File: config.mk
export PLATFORM = sky130hd
export DESIGN_NAME = encoder_velocity_accel_estimator_flat
export DESIGN_NICKNAME = d
export VERILOG_FILES = /design/src/hw/rtl/evae_pkg.sv /design/src/hw/rtl/evae_if.sv /design/src/hw/rtl/evae_csr.sv /design/src/hw/rtl/evae_mul.sv /design/src/hw/rtl/encoder_velocity_accel_estimator.sv /design/src/flat_wrapper.sv
export SDC_FILE = /design/constraint.sdc
export NUM_CORES = 2
export LEC_CHECK = 0
export BUFFER_PORTS_ARGS = -buffer_cell sky130_fd_sc_hd__buf_2
export CORE_MARGIN = 8
export CORE_UTILIZATION = 40
export CTS_CLUSTER_SIZE = 40
export DETAILED_ROUTE_END_ITERATION = 6
export MAX_ROUTING_LAYER = met4
export PLACE_DENSITY = 0.56
export SYNTH_ARGS = -nofsm -noshare
export SYNTH_HDL_FRONTEND = slang
export SYNTH_SLANG_ARGS = --single-unit
File: constraint.sdc
create_clock -name clock -period 19.3 [get_ports clock]
set_input_delay 3.86 -clock clock [delete_from_list [all_inputs] [get_ports clock]]
set_output_delay 3.86 -clock clock [all_outputs]
set_load 0.005 [all_outputs]
File: src/hw/rtl/evae_pkg.sv
// Package: widths, codes and shared types of the encoder velocity/acceleration estimator
`default_nettype none

package evae_pkg;

   localparam int COUNT_WIDTH   = 32;
   localparam int FRACTION_BITS = 16;
   localparam int DATA_W        = 48;
   localparam int SCALE_SHIFT   = 32 - FRACTION_BITS;
   localparam int ALPHA_SHIFT   = 16;
   localparam int DIGIT_W       = 16;
   localparam int MAG_W         = 64;
   localparam int MULT_W        = 32;
   localparam int ACC_W         = MAG_W + MULT_W;
   localparam int DIGITS        = MAG_W / DIGIT_W;
   localparam int CNT_W         = $clog2(DIGITS);
   localparam int CSR_ADDR_W    = 4;
   localparam int CSR_DATA_W    = 32;
   localparam int RATE_W        = 16;
   localparam int ALPHA_W       = 16;

   typedef logic [COUNT_WIDTH-1:0]  count_type;
   typedef logic signed [DATA_W-1:0] data_type;
   typedef logic [MAG_W-1:0]         mag_type;
   typedef logic [ACC_W-1:0]         acc_type;

   localparam data_type DATA_MAX = {1'b0, {(DATA_W-1){1'b1}}};
   localparam data_type DATA_MIN = {1'b1, {(DATA_W-1){1'b0}}};

   typedef enum logic {
      OP_STEP = 1'b0,
      OP_TICK = 1'b1
   } op_type;

   typedef enum logic [1:0] {
      REG_RAD_PER_COUNT = 2'd0,
      REG_SAMPLE_RATE   = 2'd1,
      REG_VEL_ALPHA     = 2'd2,
      REG_ACC_ALPHA     = 2'd3
   } csr_reg_type;

   localparam logic [MULT_W-1:0]  RST_RAD_PER_COUNT = 32'd3294199;
   localparam logic [RATE_W-1:0]  RST_SAMPLE_RATE   = 16'd500;
   localparam logic [ALPHA_W-1:0] RST_VEL_ALPHA     = 16'd3277;
   localparam logic [ALPHA_W-1:0] RST_ACC_ALPHA     = 16'd19661;

   typedef struct packed {
      logic [MULT_W-1:0]  rad_per_count;
      logic [RATE_W-1:0]  sample_rate_hz;
      logic [ALPHA_W-1:0] velocity_alpha;
      logic [ALPHA_W-1:0] acceleration_alpha;
   } cfg_type;

   typedef enum logic [1:0] {
      RND_NONE  = 2'd0,
      RND_SCALE = 2'd1,
      RND_ALPHA = 2'd2
   } rnd_type;

   typedef struct packed {
      logic              start;
      logic              neg;
      rnd_type           rnd;
      mag_type           a_mag;
      logic [MULT_W-1:0] b;
   } mul_req_type;

   typedef struct packed {
      logic     done;
      data_type result;
      mag_type  mag;
   } mul_rsp_type;

   typedef enum logic [1:0] {
      MUL_IDLE  = 2'd0,
      MUL_DIGIT = 2'd1,
      MUL_ROUND = 2'd2
   } mul_phase_type;

   typedef enum logic [2:0] {
      SEQ_IDLE = 3'd0,
      SEQ_POS  = 3'd1,
      SEQ_DR   = 3'd2,
      SEQ_VEL  = 3'd3,
      SEQ_ACC  = 3'd4,
      SEQ_VFLT = 3'd5,
      SEQ_AFLT = 3'd6,
      SEQ_OUT  = 3'd7
   } seq_state_type;

endpackage

`default_nettype wire

File: src/hw/rtl/evae_if.sv
// Interfaces: request and response channels of the estimator
`default_nettype none

interface evae_req_if;
   logic valid;
   logic ready;
   logic opcode;
   logic step_up;

   modport source (output valid, output opcode, output step_up, input ready);
   modport sink (input valid, input opcode, input step_up, output ready);
endinterface

interface evae_rsp_if;
   logic                                valid;
   logic                                ready;
   logic signed [evae_pkg::DATA_W-1:0] position_rad;
   logic signed [evae_pkg::DATA_W-1:0] velocity_rad_s;
   logic signed [evae_pkg::DATA_W-1:0] acceleration_rad_s2;

   modport source (output valid, output position_rad, output velocity_rad_s,
                   output acceleration_rad_s2, input ready);
   modport sink (input valid, input position_rad, input velocity_rad_s,
                 input acceleration_rad_s2, output ready);
endinterface

`default_nettype wire

File: src/hw/rtl/evae_csr.sv
// Configuration registers behind the APB-style port
`default_nettype none

module evae_csr (
   input  logic                              clock,
   input  logic                              reset,
   input  logic                              csr_psel,
   input  logic                              csr_penable,
   input  logic                              csr_pwrite,
   input  logic [1:0]                        csr_reg_sel,
   input  logic [evae_pkg::CSR_DATA_W-1:0]   csr_pwdata,
   output logic [evae_pkg::CSR_DATA_W-1:0]   csr_prdata,
   output logic                              csr_pready,
   output evae_pkg::cfg_type                 cfg
);

   evae_pkg::cfg_type     cfg_ff;
   evae_pkg::cfg_type     cfg_in;
   evae_pkg::csr_reg_type sel;
   logic                  wr_en;

   assign sel        = evae_pkg::csr_reg_type'(csr_reg_sel);
   assign wr_en      = csr_psel & csr_penable & csr_pwrite;
   assign csr_pready = 1'b1;
   assign cfg        = cfg_ff;

   always_comb begin
      cfg_in = cfg_ff;
      if (wr_en) begin
         unique case (sel)
            evae_pkg::REG_RAD_PER_COUNT:
               cfg_in.rad_per_count = csr_pwdata[evae_pkg::MULT_W-1:0];
            evae_pkg::REG_SAMPLE_RATE:
               cfg_in.sample_rate_hz = csr_pwdata[evae_pkg::RATE_W-1:0];
            evae_pkg::REG_VEL_ALPHA:
               cfg_in.velocity_alpha = csr_pwdata[evae_pkg::ALPHA_W-1:0];
            evae_pkg::REG_ACC_ALPHA:
               cfg_in.acceleration_alpha = csr_pwdata[evae_pkg::ALPHA_W-1:0];
         endcase
      end
   end

   always_comb begin
      unique case (sel)
         evae_pkg::REG_RAD_PER_COUNT:
            csr_prdata = evae_pkg::CSR_DATA_W'(cfg_ff.rad_per_count);
         evae_pkg::REG_SAMPLE_RATE:
            csr_prdata = evae_pkg::CSR_DATA_W'(cfg_ff.sample_rate_hz);
         evae_pkg::REG_VEL_ALPHA:
            csr_prdata = evae_pkg::CSR_DATA_W'(cfg_ff.velocity_alpha);
         evae_pkg::REG_ACC_ALPHA:
            csr_prdata = evae_pkg::CSR_DATA_W'(cfg_ff.acceleration_alpha);
      endcase
   end

   always_ff @(posedge clock) begin
      if (reset) begin
         cfg_ff.rad_per_count      <= evae_pkg::RST_RAD_PER_COUNT;
         cfg_ff.sample_rate_hz     <= evae_pkg::RST_SAMPLE_RATE;
         cfg_ff.velocity_alpha     <= evae_pkg::RST_VEL_ALPHA;
         cfg_ff.acceleration_alpha <= evae_pkg::RST_ACC_ALPHA;
      end else begin
         cfg_ff <= cfg_in;
      end
   end

endmodule

`default_nettype wire

File: src/hw/rtl/evae_mul.sv
// Shared multiplier: digit-serial 64x32 product, rounding, sign and 48-bit saturation
`default_nettype none

module evae_mul (
   input  logic                  clock,
   input  logic                  reset,
   input  evae_pkg::mul_req_type req,
   output evae_pkg::mul_rsp_type rsp
);

   evae_pkg::mul_phase_type          phase_ff, phase_in;
   logic [evae_pkg::CNT_W-1:0]       cnt_ff, cnt_in;
   logic                             done_ff, done_in;
   evae_pkg::mag_type                a_ff, a_in;
   logic [evae_pkg::MULT_W-1:0]      b_ff, b_in;
   logic                             neg_ff, neg_in;
   evae_pkg::rnd_type                rnd_ff, rnd_in;
   evae_pkg::acc_type                acc_ff, acc_in;
   evae_pkg::data_type               res_ff, res_in;
   evae_pkg::mag_type                mag_ff, mag_in;

   logic [evae_pkg::DIGIT_W+evae_pkg::MULT_W-1:0] pp;
   evae_pkg::acc_type                acc_step;
   evae_pkg::acc_type                rounded;
   logic                             big;
   logic [evae_pkg::DATA_W-1:0]      low;
   evae_pkg::data_type               sat_res;

   // top digit first, so the accumulator only ever shifts left by one digit
   assign pp = a_ff[evae_pkg::MAG_W-1 -: evae_pkg::DIGIT_W] * b_ff;
   assign acc_step = {acc_ff[evae_pkg::ACC_W-evae_pkg::DIGIT_W-1:0],
                      {evae_pkg::DIGIT_W{1'b0}}} + evae_pkg::ACC_W'(pp);

   always_comb begin
      case (rnd_ff)
         evae_pkg::RND_SCALE:
            rounded = (acc_ff + (evae_pkg::ACC_W'(1) << (evae_pkg::SCALE_SHIFT - 1)))
                      >> evae_pkg::SCALE_SHIFT;
         evae_pkg::RND_ALPHA:
            rounded = (acc_ff + (evae_pkg::ACC_W'(1) << (evae_pkg::ALPHA_SHIFT - 1)))
                      >> evae_pkg::ALPHA_SHIFT;
         default:
            rounded = acc_ff;
      endcase
   end

   // saturate on magnitude, then apply sign
   assign big = |rounded[evae_pkg::ACC_W-1:evae_pkg::DATA_W-1];
   assign low = rounded[evae_pkg::DATA_W-1:0];

   always_comb begin
      if (big) begin
         sat_res = neg_ff ? evae_pkg::DATA_MIN : evae_pkg::DATA_MAX;
      end else if (neg_ff) begin
         sat_res = evae_pkg::data_type'(-low);
      end else begin
         sat_res = evae_pkg::data_type'(low);
      end
   end

   always_comb begin
      phase_in = phase_ff;
      cnt_in   = cnt_ff;
      done_in  = 1'b0;
      a_in     = a_ff;
      b_in     = b_ff;
      neg_in   = neg_ff;
      rnd_in   = rnd_ff;
      acc_in   = acc_ff;
      res_in   = res_ff;
      mag_in   = mag_ff;
      unique case (phase_ff)
         evae_pkg::MUL_IDLE: begin
            if (req.start) begin
               a_in     = req.a_mag;
               b_in     = req.b;
               neg_in   = req.neg;
               rnd_in   = req.rnd;
               acc_in   = '0;
               cnt_in   = '0;
               phase_in = evae_pkg::MUL_DIGIT;
            end
         end
         evae_pkg::MUL_DIGIT: begin
            acc_in = acc_step;
            a_in   = a_ff << evae_pkg::DIGIT_W;
            cnt_in = cnt_ff + evae_pkg::CNT_W'(1);
            if (cnt_ff == evae_pkg::CNT_W'(evae_pkg::DIGITS - 1)) begin
               phase_in = evae_pkg::MUL_ROUND;
            end
         end
         evae_pkg::MUL_ROUND: begin
            res_in   = sat_res;
            mag_in   = rounded[evae_pkg::MAG_W-1:0];
            done_in  = 1'b1;
            phase_in = evae_pkg::MUL_IDLE;
         end
         default: begin
            phase_in = evae_pkg::MUL_IDLE;
         end
      endcase
   end

   always_ff @(posedge clock) begin
      if (reset) begin
         phase_ff <= evae_pkg::MUL_IDLE;
         cnt_ff   <= '0;
         done_ff  <= 1'b0;
      end else begin
         phase_ff <= phase_in;
         cnt_ff   <= cnt_in;
         done_ff  <= done_in;
      end
   end

   always_ff @(posedge clock) begin
      a_ff   <= a_in;
      b_ff   <= b_in;
      neg_ff <= neg_in;
      rnd_ff <= rnd_in;
      acc_ff <= acc_in;
      res_ff <= res_in;
      mag_ff <= mag_in;
   end

   assign rsp.done   = done_ff;
   assign rsp.result = res_ff;
   assign rsp.mag    = mag_ff;

endmodule

`default_nettype wire

File: src/hw/rtl/encoder_velocity_accel_estimator.sv
// Top level: encoder count, tick sequencer, filters and result register
//
// Step events (opcode 0) move a wrapping 32-bit signed count, with no result.
// A sample tick (opcode 1) runs six products through one shared multiplier
// (16x32 bits a cycle, four digit passes plus a rounding step): position,
// count change times rate, instantaneous velocity, instantaneous acceleration
// and the two low-pass updates. A tick holds the request side from acceptance
// until its result is loaded into the output register, which waits until the
// previous result word has been taken. Results sit in an output register, so
// step events keep being accepted while a result waits. All outputs are signed
// Q32.16, rounded to nearest (ties away from zero) and saturated to 48 bits.
// Configuration must be written while the block is idle; it is not enforced.
`default_nettype none

module encoder_velocity_accel_estimator (
   input  logic                                clock,
   input  logic                                reset,
   evae_req_if.sink                            req_chan,
   evae_rsp_if.source                          rsp_chan,
   input  logic                                csr_psel,
   input  logic                                csr_penable,
   input  logic                                csr_pwrite,
   input  logic [evae_pkg::CSR_ADDR_W-1:0]     csr_paddr,
   input  logic [evae_pkg::CSR_DATA_W-1:0]     csr_pwdata,
   output logic [evae_pkg::CSR_DATA_W-1:0]     csr_prdata,
   output logic                                csr_pready
);

   localparam int DW = evae_pkg::DATA_W;
   localparam int CW = evae_pkg::COUNT_WIDTH;

   function automatic evae_pkg::data_type sat_add(evae_pkg::data_type y,
                                                  evae_pkg::data_type r);
      logic signed [DW:0] s;
      s = {y[DW-1], y} + {r[DW-1], r};
      if (s[DW] != s[DW-1]) begin
         return s[DW] ? evae_pkg::DATA_MIN : evae_pkg::DATA_MAX;
      end
      return s[DW-1:0];
   endfunction

   evae_pkg::cfg_type       cfg;
   evae_pkg::mul_req_type   mul_req;
   evae_pkg::mul_rsp_type   mul_rsp;

   evae_pkg::seq_state_type state_ff, state_in;
   evae_pkg::count_type     count_ff, count_in;
   evae_pkg::count_type     last_ff, last_in;
   evae_pkg::data_type      vf_ff, vf_in;
   evae_pkg::data_type      af_ff, af_in;
   evae_pkg::data_type      ainst_ff, ainst_in;
   evae_pkg::data_type      pos_ff, pos_in;
   logic [DW:0]             dmag_ff, dmag_in;
   logic                    dneg_ff, dneg_in;
   logic                    dlt_neg_ff, dlt_neg_in;
   logic                    rsp_valid_ff, rsp_valid_in;
   evae_pkg::data_type      rsp_pos_ff, rsp_pos_in;
   evae_pkg::data_type      rsp_vel_ff, rsp_vel_in;
   evae_pkg::data_type      rsp_acc_ff, rsp_acc_in;

   logic                    accept;
   logic                    last_neg;
   evae_pkg::count_type     last_mag;
   evae_pkg::count_type     delta;
   logic                    delta_neg;
   evae_pkg::count_type     delta_mag;
   logic signed [DW:0]      vdiff;
   logic [DW:0]             vdiff_mag;
   logic signed [DW:0]      adiff;
   logic [DW:0]             adiff_mag;

   evae_csr u_csr (
      .clock       (clock),
      .reset       (reset),
      .csr_psel    (csr_psel),
      .csr_penable (csr_penable),
      .csr_pwrite  (csr_pwrite),
      .csr_reg_sel (csr_paddr[3:2]),
      .csr_pwdata  (csr_pwdata),
      .csr_prdata  (csr_prdata),
      .csr_pready  (csr_pready),
      .cfg         (cfg)
   );

   evae_mul u_mul (
      .clock (clock),
      .reset (reset),
      .req   (mul_req),
      .rsp   (mul_rsp)
   );

   assign req_chan.ready = (state_ff == evae_pkg::SEQ_IDLE);
   assign accept         = req_chan.valid & req_chan.ready;

   assign last_neg  = last_ff[CW-1];
   assign last_mag  = last_neg ? -last_ff : last_ff;
   assign delta     = count_ff - last_ff;
   assign delta_neg = delta[CW-1];
   assign delta_mag = delta_neg ? -delta : delta;

   // velocity error against the filter value before this tick
   assign vdiff     = {mul_rsp.result[DW-1], mul_rsp.result} - {vf_ff[DW-1], vf_ff};
   assign vdiff_mag = vdiff[DW] ? -vdiff : vdiff;
   assign adiff     = {ainst_ff[DW-1], ainst_ff} - {af_ff[DW-1], af_ff};
   assign adiff_mag = adiff[DW] ? -adiff : adiff;

   always_comb begin
      state_in     = state_ff;
      count_in     = count_ff;
      last_in      = last_ff;
      vf_in        = vf_ff;
      af_in        = af_ff;
      ainst_in     = ainst_ff;
      pos_in       = pos_ff;
      dmag_in      = dmag_ff;
      dneg_in      = dneg_ff;
      dlt_neg_in   = dlt_neg_ff;
      rsp_valid_in = rsp_valid_ff & ~rsp_chan.ready;
      rsp_pos_in   = rsp_pos_ff;
      rsp_vel_in   = rsp_vel_ff;
      rsp_acc_in   = rsp_acc_ff;
      mul_req.start = 1'b0;
      mul_req.neg   = 1'b0;
      mul_req.rnd   = evae_pkg::RND_NONE;
      mul_req.a_mag = '0;
      mul_req.b     = '0;

      unique case (state_ff)
         evae_pkg::SEQ_IDLE: begin
            if (accept) begin
               if (req_chan.opcode == evae_pkg::OP_TICK) begin
                  mul_req.start = 1'b1;
                  mul_req.neg   = last_neg;
                  mul_req.rnd   = evae_pkg::RND_SCALE;
                  mul_req.a_mag = evae_pkg::MAG_W'(last_mag);
                  mul_req.b     = cfg.rad_per_count;
                  state_in      = evae_pkg::SEQ_POS;
               end else if (req_chan.step_up) begin
                  count_in = count_ff + CW'(1);
               end else begin
                  count_in = count_ff - CW'(1);
               end
            end
         end
         evae_pkg::SEQ_POS: begin
            if (mul_rsp.done) begin
               pos_in        = mul_rsp.result;
               dlt_neg_in    = delta_neg;
               last_in       = count_ff;
               mul_req.start = 1'b1;
               mul_req.neg   = delta_neg;
               mul_req.rnd   = evae_pkg::RND_NONE;
               mul_req.a_mag = evae_pkg::MAG_W'(delta_mag);
               mul_req.b     = evae_pkg::MULT_W'(cfg.sample_rate_hz);
               state_in      = evae_pkg::SEQ_DR;
            end
         end
         evae_pkg::SEQ_DR: begin
            // raw count change times rate, no rounding
            if (mul_rsp.done) begin
               mul_req.start = 1'b1;
               mul_req.neg   = dlt_neg_ff;
               mul_req.rnd   = evae_pkg::RND_SCALE;
               mul_req.a_mag = mul_rsp.mag;
               mul_req.b     = cfg.rad_per_count;
               state_in      = evae_pkg::SEQ_VEL;
            end
         end
         evae_pkg::SEQ_VEL: begin
            if (mul_rsp.done) begin
               dmag_in       = vdiff_mag;
               dneg_in       = vdiff[DW];
               mul_req.start = 1'b1;
               mul_req.neg   = vdiff[DW];
               mul_req.rnd   = evae_pkg::RND_NONE;
               mul_req.a_mag = evae_pkg::MAG_W'(vdiff_mag);
               mul_req.b     = evae_pkg::MULT_W'(cfg.sample_rate_hz);
               state_in      = evae_pkg::SEQ_ACC;
            end
         end
         evae_pkg::SEQ_ACC: begin
            if (mul_rsp.done) begin
               ainst_in      = mul_rsp.result;
               mul_req.start = 1'b1;
               mul_req.neg   = dneg_ff;
               mul_req.rnd   = evae_pkg::RND_ALPHA;
               mul_req.a_mag = evae_pkg::MAG_W'(dmag_ff);
               mul_req.b     = evae_pkg::MULT_W'(cfg.velocity_alpha);
               state_in      = evae_pkg::SEQ_VFLT;
            end
         end
         evae_pkg::SEQ_VFLT: begin
            if (mul_rsp.done) begin
               vf_in         = sat_add(vf_ff, mul_rsp.result);
               mul_req.start = 1'b1;
               mul_req.neg   = adiff[DW];
               mul_req.rnd   = evae_pkg::RND_ALPHA;
               mul_req.a_mag = evae_pkg::MAG_W'(adiff_mag);
               mul_req.b     = evae_pkg::MULT_W'(cfg.acceleration_alpha);
               state_in      = evae_pkg::SEQ_AFLT;
            end
         end
         evae_pkg::SEQ_AFLT: begin
            if (mul_rsp.done) begin
               af_in    = sat_add(af_ff, mul_rsp.result);
               state_in = evae_pkg::SEQ_OUT;
            end
         end
         evae_pkg::SEQ_OUT: begin
            // wait for the result register to free up
            if (!rsp_valid_ff || rsp_chan.ready) begin
               rsp_valid_in = 1'b1;
               rsp_pos_in   = pos_ff;
               rsp_vel_in   = vf_ff;
               rsp_acc_in   = af_ff;
               state_in     = evae_pkg::SEQ_IDLE;
            end
         end
         default: begin
            state_in = evae_pkg::SEQ_IDLE;
         end
      endcase
   end

   always_ff @(posedge clock) begin
      if (reset) begin
         state_ff     <= evae_pkg::SEQ_IDLE;
         count_ff     <= '0;
         last_ff      <= '0;
         vf_ff        <= '0;
         af_ff        <= '0;
         rsp_valid_ff <= 1'b0;
      end else begin
         state_ff     <= state_in;
         count_ff     <= count_in;
         last_ff      <= last_in;
         vf_ff        <= vf_in;
         af_ff        <= af_in;
         rsp_valid_ff <= rsp_valid_in;
      end
   end

   always_ff @(posedge clock) begin
      ainst_ff   <= ainst_in;
      pos_ff     <= pos_in;
      dmag_ff    <= dmag_in;
      dneg_ff    <= dneg_in;
      dlt_neg_ff <= dlt_neg_in;
      rsp_pos_ff <= rsp_pos_in;
      rsp_vel_ff <= rsp_vel_in;
      rsp_acc_ff <= rsp_acc_in;
   end

   assign rsp_chan.valid               = rsp_valid_ff;
   assign rsp_chan.position_rad        = rsp_pos_ff;
   assign rsp_chan.velocity_rad_s      = rsp_vel_ff;
   assign rsp_chan.acceleration_rad_s2 = rsp_acc_ff;

endmodule

`default_nettype wire

File: src/flat_wrapper.sv
// flat-port wrapper written by rule: the top's interface ports become plain ports
module encoder_velocity_accel_estimator_flat 
  (clock, reset, csr_psel, csr_penable, csr_pwrite, csr_paddr, csr_pwdata, csr_prdata, csr_pready, req_chan_valid, req_chan_opcode, req_chan_step_up, req_chan_ready, rsp_chan_valid, rsp_chan_position_rad, rsp_chan_velocity_rad_s, rsp_chan_acceleration_rad_s2, rsp_chan_ready);
  evae_req_if req_chan_i ();
  evae_rsp_if rsp_chan_i ();
  input  logic clock;
  input  logic reset;
  input  logic csr_psel;
  input  logic csr_penable;
  input  logic csr_pwrite;
  input  logic [evae_pkg::CSR_ADDR_W-1:0] csr_paddr;
  input  logic [evae_pkg::CSR_DATA_W-1:0] csr_pwdata;
  output logic [evae_pkg::CSR_DATA_W-1:0] csr_prdata;
  output logic csr_pready;
  input wire logic [$bits(req_chan_i.valid)-1:0] req_chan_valid;
  input wire logic [$bits(req_chan_i.opcode)-1:0] req_chan_opcode;
  input wire logic [$bits(req_chan_i.step_up)-1:0] req_chan_step_up;
  output wire logic [$bits(req_chan_i.ready)-1:0] req_chan_ready;
  output wire logic [$bits(rsp_chan_i.valid)-1:0] rsp_chan_valid;
  output wire logic [$bits(rsp_chan_i.position_rad)-1:0] rsp_chan_position_rad;
  output wire logic [$bits(rsp_chan_i.velocity_rad_s)-1:0] rsp_chan_velocity_rad_s;
  output wire logic [$bits(rsp_chan_i.acceleration_rad_s2)-1:0] rsp_chan_acceleration_rad_s2;
  input wire logic [$bits(rsp_chan_i.ready)-1:0] rsp_chan_ready;
  assign req_chan_i.valid = req_chan_valid;
  assign req_chan_i.opcode = req_chan_opcode;
  assign req_chan_i.step_up = req_chan_step_up;
  assign req_chan_ready = req_chan_i.ready;
  assign rsp_chan_valid = rsp_chan_i.valid;
  assign rsp_chan_position_rad = rsp_chan_i.position_rad;
  assign rsp_chan_velocity_rad_s = rsp_chan_i.velocity_rad_s;
  assign rsp_chan_acceleration_rad_s2 = rsp_chan_i.acceleration_rad_s2;
  assign rsp_chan_i.ready = rsp_chan_ready;
  encoder_velocity_accel_estimator u_core (.clock(clock), .reset(reset), .req_chan(req_chan_i), .rsp_chan(rsp_chan_i), .csr_psel(csr_psel), .csr_penable(csr_penable), .csr_pwrite(csr_pwrite), .csr_paddr(csr_paddr), .csr_pwdata(csr_pwdata), .csr_prdata(csr_prdata), .csr_pready(csr_pready));
endmodule
# [After elaboration in Yosys (flattened, before gate mapping)]
# Cells that the tools add are included.
[word_totals] regBits=847 output_inout_bits=179
[classes] add_sub_neg=15 muxes=52 eq_ne=28 reduce_logical=23 n_bitwise=6 n_mul=1
[ops] cell="two-way mux 100 bit" count=7
[ops] cell="one-hot mux 100 bit (6 select lines)" count=1
[ops] cell="two-way mux 48 bit" count=9
[ops] cell="two-way mux 96 bit" count=2
[ops] cell="one-hot mux 96 bit (2 select lines)" count=1
[ops] cell="one-hot mux 32 bit (4 select lines)" count=1
[ops] cell="one-hot mux 64 bit (2 select lines)" count=1
[ops] cell="adder 48 x 48 -> 49 bit" count=2
[ops] cell="two-way mux 49 bit" count=2
[ops] cell="negation 49 bit" count=2
[ops] cell="subtractor 48 x 48 -> 49 bit" count=2
[ops] cell="adder 96 x 16 -> 96 bit, second input constant" count=1
[ops] cell="adder 96 x 48 -> 96 bit" count=1
[ops] cell="two-way mux 32 bit" count=3
[ops] cell="two-way mux 64 bit" count=1
[ops] cell="negation 32 bit" count=2
[ops] cell="OR reduction 49 bit" count=1
[ops] cell="multiplier 16 x 32 -> 48 bit" count=1
[ops] cell="negation 48 bit" count=1
[ops] cell="adder 32 x 1 -> 32 bit, second input constant" count=1
[ops] cell="subtractor 32 x 1 -> 32 bit, second input constant" count=1
[ops] cell="subtractor 32 bit" count=1
[ops] cell="two-way mux 3 bit" count=9
[ops] cell="AND reduction 2 bit" count=13
[ops] cell="23 further kinds" count=59

# [Depth between registers and ports, before layout]
[logic_depth] ltp_word=7 depth_mapped=30 ltp_nobuf=27

# [Modules after synthesis]
# Synthesis repeated with hierarchy kept, for this count alone.
[hier_totals] hier_cells=8286 area_unflattened_um2=74461.4
[by_module_without_submodules] mod="encoder_velocity_accel_estimator" cells_each=4170 instances=1 area_per_inst_um2=36049.6 seq_area_each_um2=12021.5
[by_module_without_submodules] mod="evae_mul" cells_each=3747 instances=1 area_per_inst_um2=34644.5 seq_area_each_um2=9318.9
[by_module_without_submodules] mod="evae_csr" cells_each=369 instances=1 area_per_inst_um2=3767.4 seq_area_each_um2=1601.5

# [Least setup slack after synthesis]
# OpenSTA, ideal clock, no wires.
[synth_timing] kind="input to register" from="in req_chan_valid" to="reg u_core.u_mul.cnt_ff[0] in the netlist's numbering" t_arrival_ns=13.173 path_slack_ns=6.000 stages=7 cell_sequence="nand2_1 > nor2_1 > a21oi_1 > a2111oi_0 > or2_2 > mux2_2 > nor2_1"
[synth_between] elab_chain_cells=5
[synth_lines] item="start, declared" line_no="flat_wrapper.sv:15" rtl="input wire logic [$bits(req_chan_i.valid)-1:0] req_chan_valid;"
[synth_lines] item="bitwise AND 1 bit" line_no="encoder_velocity_accel_estimator.sv:93" rtl="assign accept = req_chan.valid & req_chan.ready;"
[synth_lines] item="two-way mux 100 bit" line_no="encoder_velocity_accel_estimator.sv:130" rtl="if (accept) begin"
[synth_lines] item="one-hot mux 100 bit (6 select lines)" line_no="encoder_velocity_accel_estimator.sv:128" rtl="unique case (state_ff)"
[synth_lines] item="inequality test 2 x 1 -> 1 bit (no source line)"
[synth_lines] item="AND reduction 2 bit (no source line)"
[synth_lines] item="end signal, assigned" line_no="evae_mul.sv:111" rtl="cnt_ff <= cnt_in;"
[synth_lines] item="end, declared" line_no="evae_mul.sv:12" rtl="logic [evae_pkg::CNT_W-1:0] cnt_ff, cnt_in;"
# Every way passes these cells.
# A chain may end at the register's enable or synchronous reset.

# [Final worst setup path]
[layout_timing] from="in csr_paddr[2] in the netlist's numbering" to="out csr_prdata[0] in the netlist's numbering"
[layout_between] elab_chain_cells=2 elab_cells_between_ends=5 cone_classes="eq/ne (3); mux (1); reduce/logical (1)"
[layout_lines] item="start, declared" line_no="flat_wrapper.sv:11" rtl="input logic [evae_pkg::CSR_ADDR_W-1:0] csr_paddr;"
[layout_lines] item="== test 2 bit, or another cell as far along" line_no="evae_csr.sv:44" rtl="unique case (sel)"
[layout_lines] item="one-hot mux 32 bit (4 select lines) *" line_no="evae_csr.sv:44"
[layout_lines] item="end, declared" line_no="flat_wrapper.sv:13" rtl="output logic [evae_pkg::CSR_DATA_W-1:0] csr_prdata;"
# Mark *: on every way between the ends. The rest lies on a longest branch, timed or not.

==> results.sh <==
export IMPL_multi_input_area_mm2=0.0446
export IMPL_pin_count=224
export IMPL_wire_per_inst_um=23.5
export IMPL_ff2ff_setup_slack_ns=11.01
export IMPL_setup_viol=0
export IMPL_cts_buffers=97
export IMPL_finalSetupTns_ns=0
export IMPL_root_buffer="clkbuf_16"
export IMPL_worstSetupPathType="in -> out"
export IMPL_cts_max_level=3
export IMPL_synth_cells=8010
export IMPL_drive_gt1_share_pct=7.68
export IMPL_die_area_mm2=0.194
export IMPL_grt_pass1_wl_mm=370
export IMPL_cts_buffer_depth=3
export IMPL_cts_hold_buf=0
export IMPL_antenna_found_initial=21
export IMPL_max_freq_mhz=110
export IMPL_drc=0
export IMPL_final_period_utilization_pct=47.1
export IMPL_globalRouteOverflowTotal=0
export IMPL_grt_pass1_vias=58500
export IMPL_core_area_mm2=0.180
export IMPL_synth_avg_cell_area_um2=9.01
export IMPL_status="completed"
export IMPL_hold_depth=0
export IMPL_routabilityCongestion=0.932
export IMPL_cts_setup_buffers=0
export IMPL_critPathMaxStageDelay_ns=0.64
export IMPL_synth_edf_count=598
export IMPL_vias=60500
export IMPL_cts_tree="done"
export IMPL_final_antenna_net_count=0
export IMPL_final_cell_mix="nand2_1, inv_1, edfxtp_1"
export IMPL_cp_start_kind="input port"
export IMPL_period_minus_slack_ns=9.10
export IMPL_die_x_um=441
export IMPL_cp_arrival_ns=5.24
export IMPL_syn_nets=8907
export IMPL_netlist_area_mm2=0.0721
export IMPL_grt_max_degree=169
export IMPL_drtIter0Drc=5880
export IMPL_dp_hpwl_mm=184
export IMPL_critPathRequiredTime_ns=15.44
export IMPL_clk_pin_slew_worst_paths_ns=0.06
export IMPL_insertion_delay_ns=0.76
export IMPL_final_common_cell="nand2_1"
export IMPL_clock_skew_final_ns=0.0634
export IMPL_async_flop_share_pct=0
export IMPL_cts_sinks=847
export IMPL_via_per_inst=5.78
export IMPL_syn_to_final_growth_pct=9.34
export IMPL_grt_setup_unrepaired="false"
export IMPL_drt_pass1_iterations=6
export IMPL_grt_usage_pct=25.4
export IMPL_post_place_cells=10300
export IMPL_synth_cell_types=112
export IMPL_port_buffers=220
export IMPL_slew_headroom_pct=16.6
export IMPL_drv_cap=0
export IMPL_ys_ff_latch=847
export IMPL_ys_flop_type="edfxtp_1"
export IMPL_worst_pin_slew_ns=1.25
export IMPL_nets=8909
export IMPL_ys_warn_count=0
export IMPL_stdcell_count=10500
export IMPL_hold_class="reg -> reg"
export IMPL_report_final_slew_viol_count=0
export IMPL_r2r_cells=22
export IMPL_cts_resized=0
export IMPL_finalWirelength_mm=247
export IMPL_register_area_mm2=0.0229
export IMPL_finalHoldViolations=0
export IMPL_fillCellCount=17600
export IMPL_yosysSeqAreaShare_pct=31.8
export IMPL_endpoint_kind="output port"
export IMPL_initial_core_util_pct=40.1
export IMPL_fp_dieH_um=441
export IMPL_fp_row_count=156
export IMPL_crit_slowest_cell="mux4_2"
export IMPL_crit_path_max_fanout=23
export IMPL_cp_common_cell="buf_2"
export IMPL_crit_chain="buf_2, mux4_2, buf_2"
==> kinds of logic (layout without fill, tap and decap cells) <==
family	after synthesis	count (layout)	share of synthesized area, %
other cells	1	8	0.00520
xor+xnor	491	491	5.98
flops	847	847	31.8
fa+ha+maj	882	882	19.9
simple gates	2610	2610	17.6
buf+inv	1258	1342	6.64
mux	65	65	1.19
compound gates	1856	1856	16.8
==> area by class of cell <==
cell class              count  share of cell area [%]
clock inverters            58                   0.812
flip-flops and latches    847                    29.1
well taps                2370                    3.76
clock buffers             123                    3.40
inverters                 827                    3.94
repair buffers            334                    2.50
multi-input cells        5905                    56.5
diodes                      7                  0.0222
==> sequential cells by signal (all words and copies together), names as in the netlist, 3 cells and up <==
signal / count
u_core.rsp_chan.position_rad: 48
u_core.u_mul.a_ff: 64
u_core.u_mul.mag_ff: 64
u_core.pos_ff: 48
u_core.count_ff: 32
u_core.af_ff: 48
u_core.rsp_chan.velocity_rad_s: 48
u_core.rsp_chan.acceleration_rad_s2: 48
u_core.vf_ff: 48
u_core.u_mul.b_ff: 32
u_core.ainst_ff: 48
u_core.state_ff: 3
u_core.dmag_ff: 49
u_core.last_ff: 32
u_core.u_mul.res_ff: 48
u_core.u_csr.cfg: 80
u_core.u_mul.acc_ff: 96
==> worst max-delay path: cells and delay by family <==
family                 cells  cell delay, ns
buffers and inverters      2            0.72
multiplexers               1            0.64
==> through the flow <==
step | util [%] | setup WS [ns] | hold WS (ns) | instance area [µm²]
after floorplan | - | 6.00 | 0.400 | 72100
after detailed placement | 42.0 | 10.18 | 0.405 | 75600
after global routing | 43.8 | 10.05 | 0.394 | 78900
final | 43.8 | 10.20 | 0.397 | 78900
after CTS | 43.8 | 10.19 | 0.391 | 78900
after global placement | 42.0 | 10.20 | 0.404 | 75600
==> path summary, 6_finish.rpt <==
check                        from                               end
max                  csr_paddr[2]                     csr_prdata[0]
min             u_core.pos_ff[44]  u_core.rsp_chan.position_rad[44]
max reg2reg  u_core.u_mul.b_ff[9]           u_core.u_mul.acc_ff[84]
min reg2reg     u_core.pos_ff[44]  u_core.rsp_chan.position_rad[44]
==> metal layers <==
metal	global-route usage [%]	vias to the layer above	routed length (µm)
met5	-	-	0
met4	7.64	0	7750
met3	3.02	372	16600
met2	39.3	2037	112000
met1	35.0	30200	110000
li1	-	27900	-
==> synth_stat cells, drive strengths merged, types with 41 or more instances <==
| cell type | number | area share, % |
|---|---|---|
| and2 | 296 | 2.6 |
| nand3 | 134 | 0.93 |
| nor2 | 569 | 3.0 |
| a31oi | 84 | 0.75 |
| o21a | 50 | 0.52 |
| buf | 56 | 0.38 |
| nand3b | 49 | 0.51 |
| nor3 | 142 | 1.0 |
| clkbuf | 375 | 2.0 |
| or3 | 51 | 0.46 |
| mux2i | 44 | 0.61 |
| ha | 396 | 6.9 |
| nand2b | 52 | 0.45 |
| inv | 821 | 4.3 |
| a221oi | 93 | 1.1 |
| o21ai | 343 | 2.4 |
| o22ai | 41 | 0.36 |
| a211oi | 97 | 1.0 |
| fa | 456 | 13 |
| o21bai | 66 | 0.69 |
| xor2 | 147 | 1.8 |
| nand2 | 919 | 4.8 |
| dfxtp | 249 | 6.9 |
| nor4 | 66 | 0.70 |
| xnor2 | 344 | 4.2 |
| a21oi | 567 | 3.9 |
| edfxtp | 598 | 25 |
| and3 | 54 | 0.47 |
| a21o | 151 | 1.6 |
| nand4 | 101 | 0.88 |
| nor2b | 47 | 0.41 |
| o31ai | 51 | 0.54 |
Power is not shown: default switching activity piles up to over one toggle a cycle in this logic, so the estimate is an artifact.
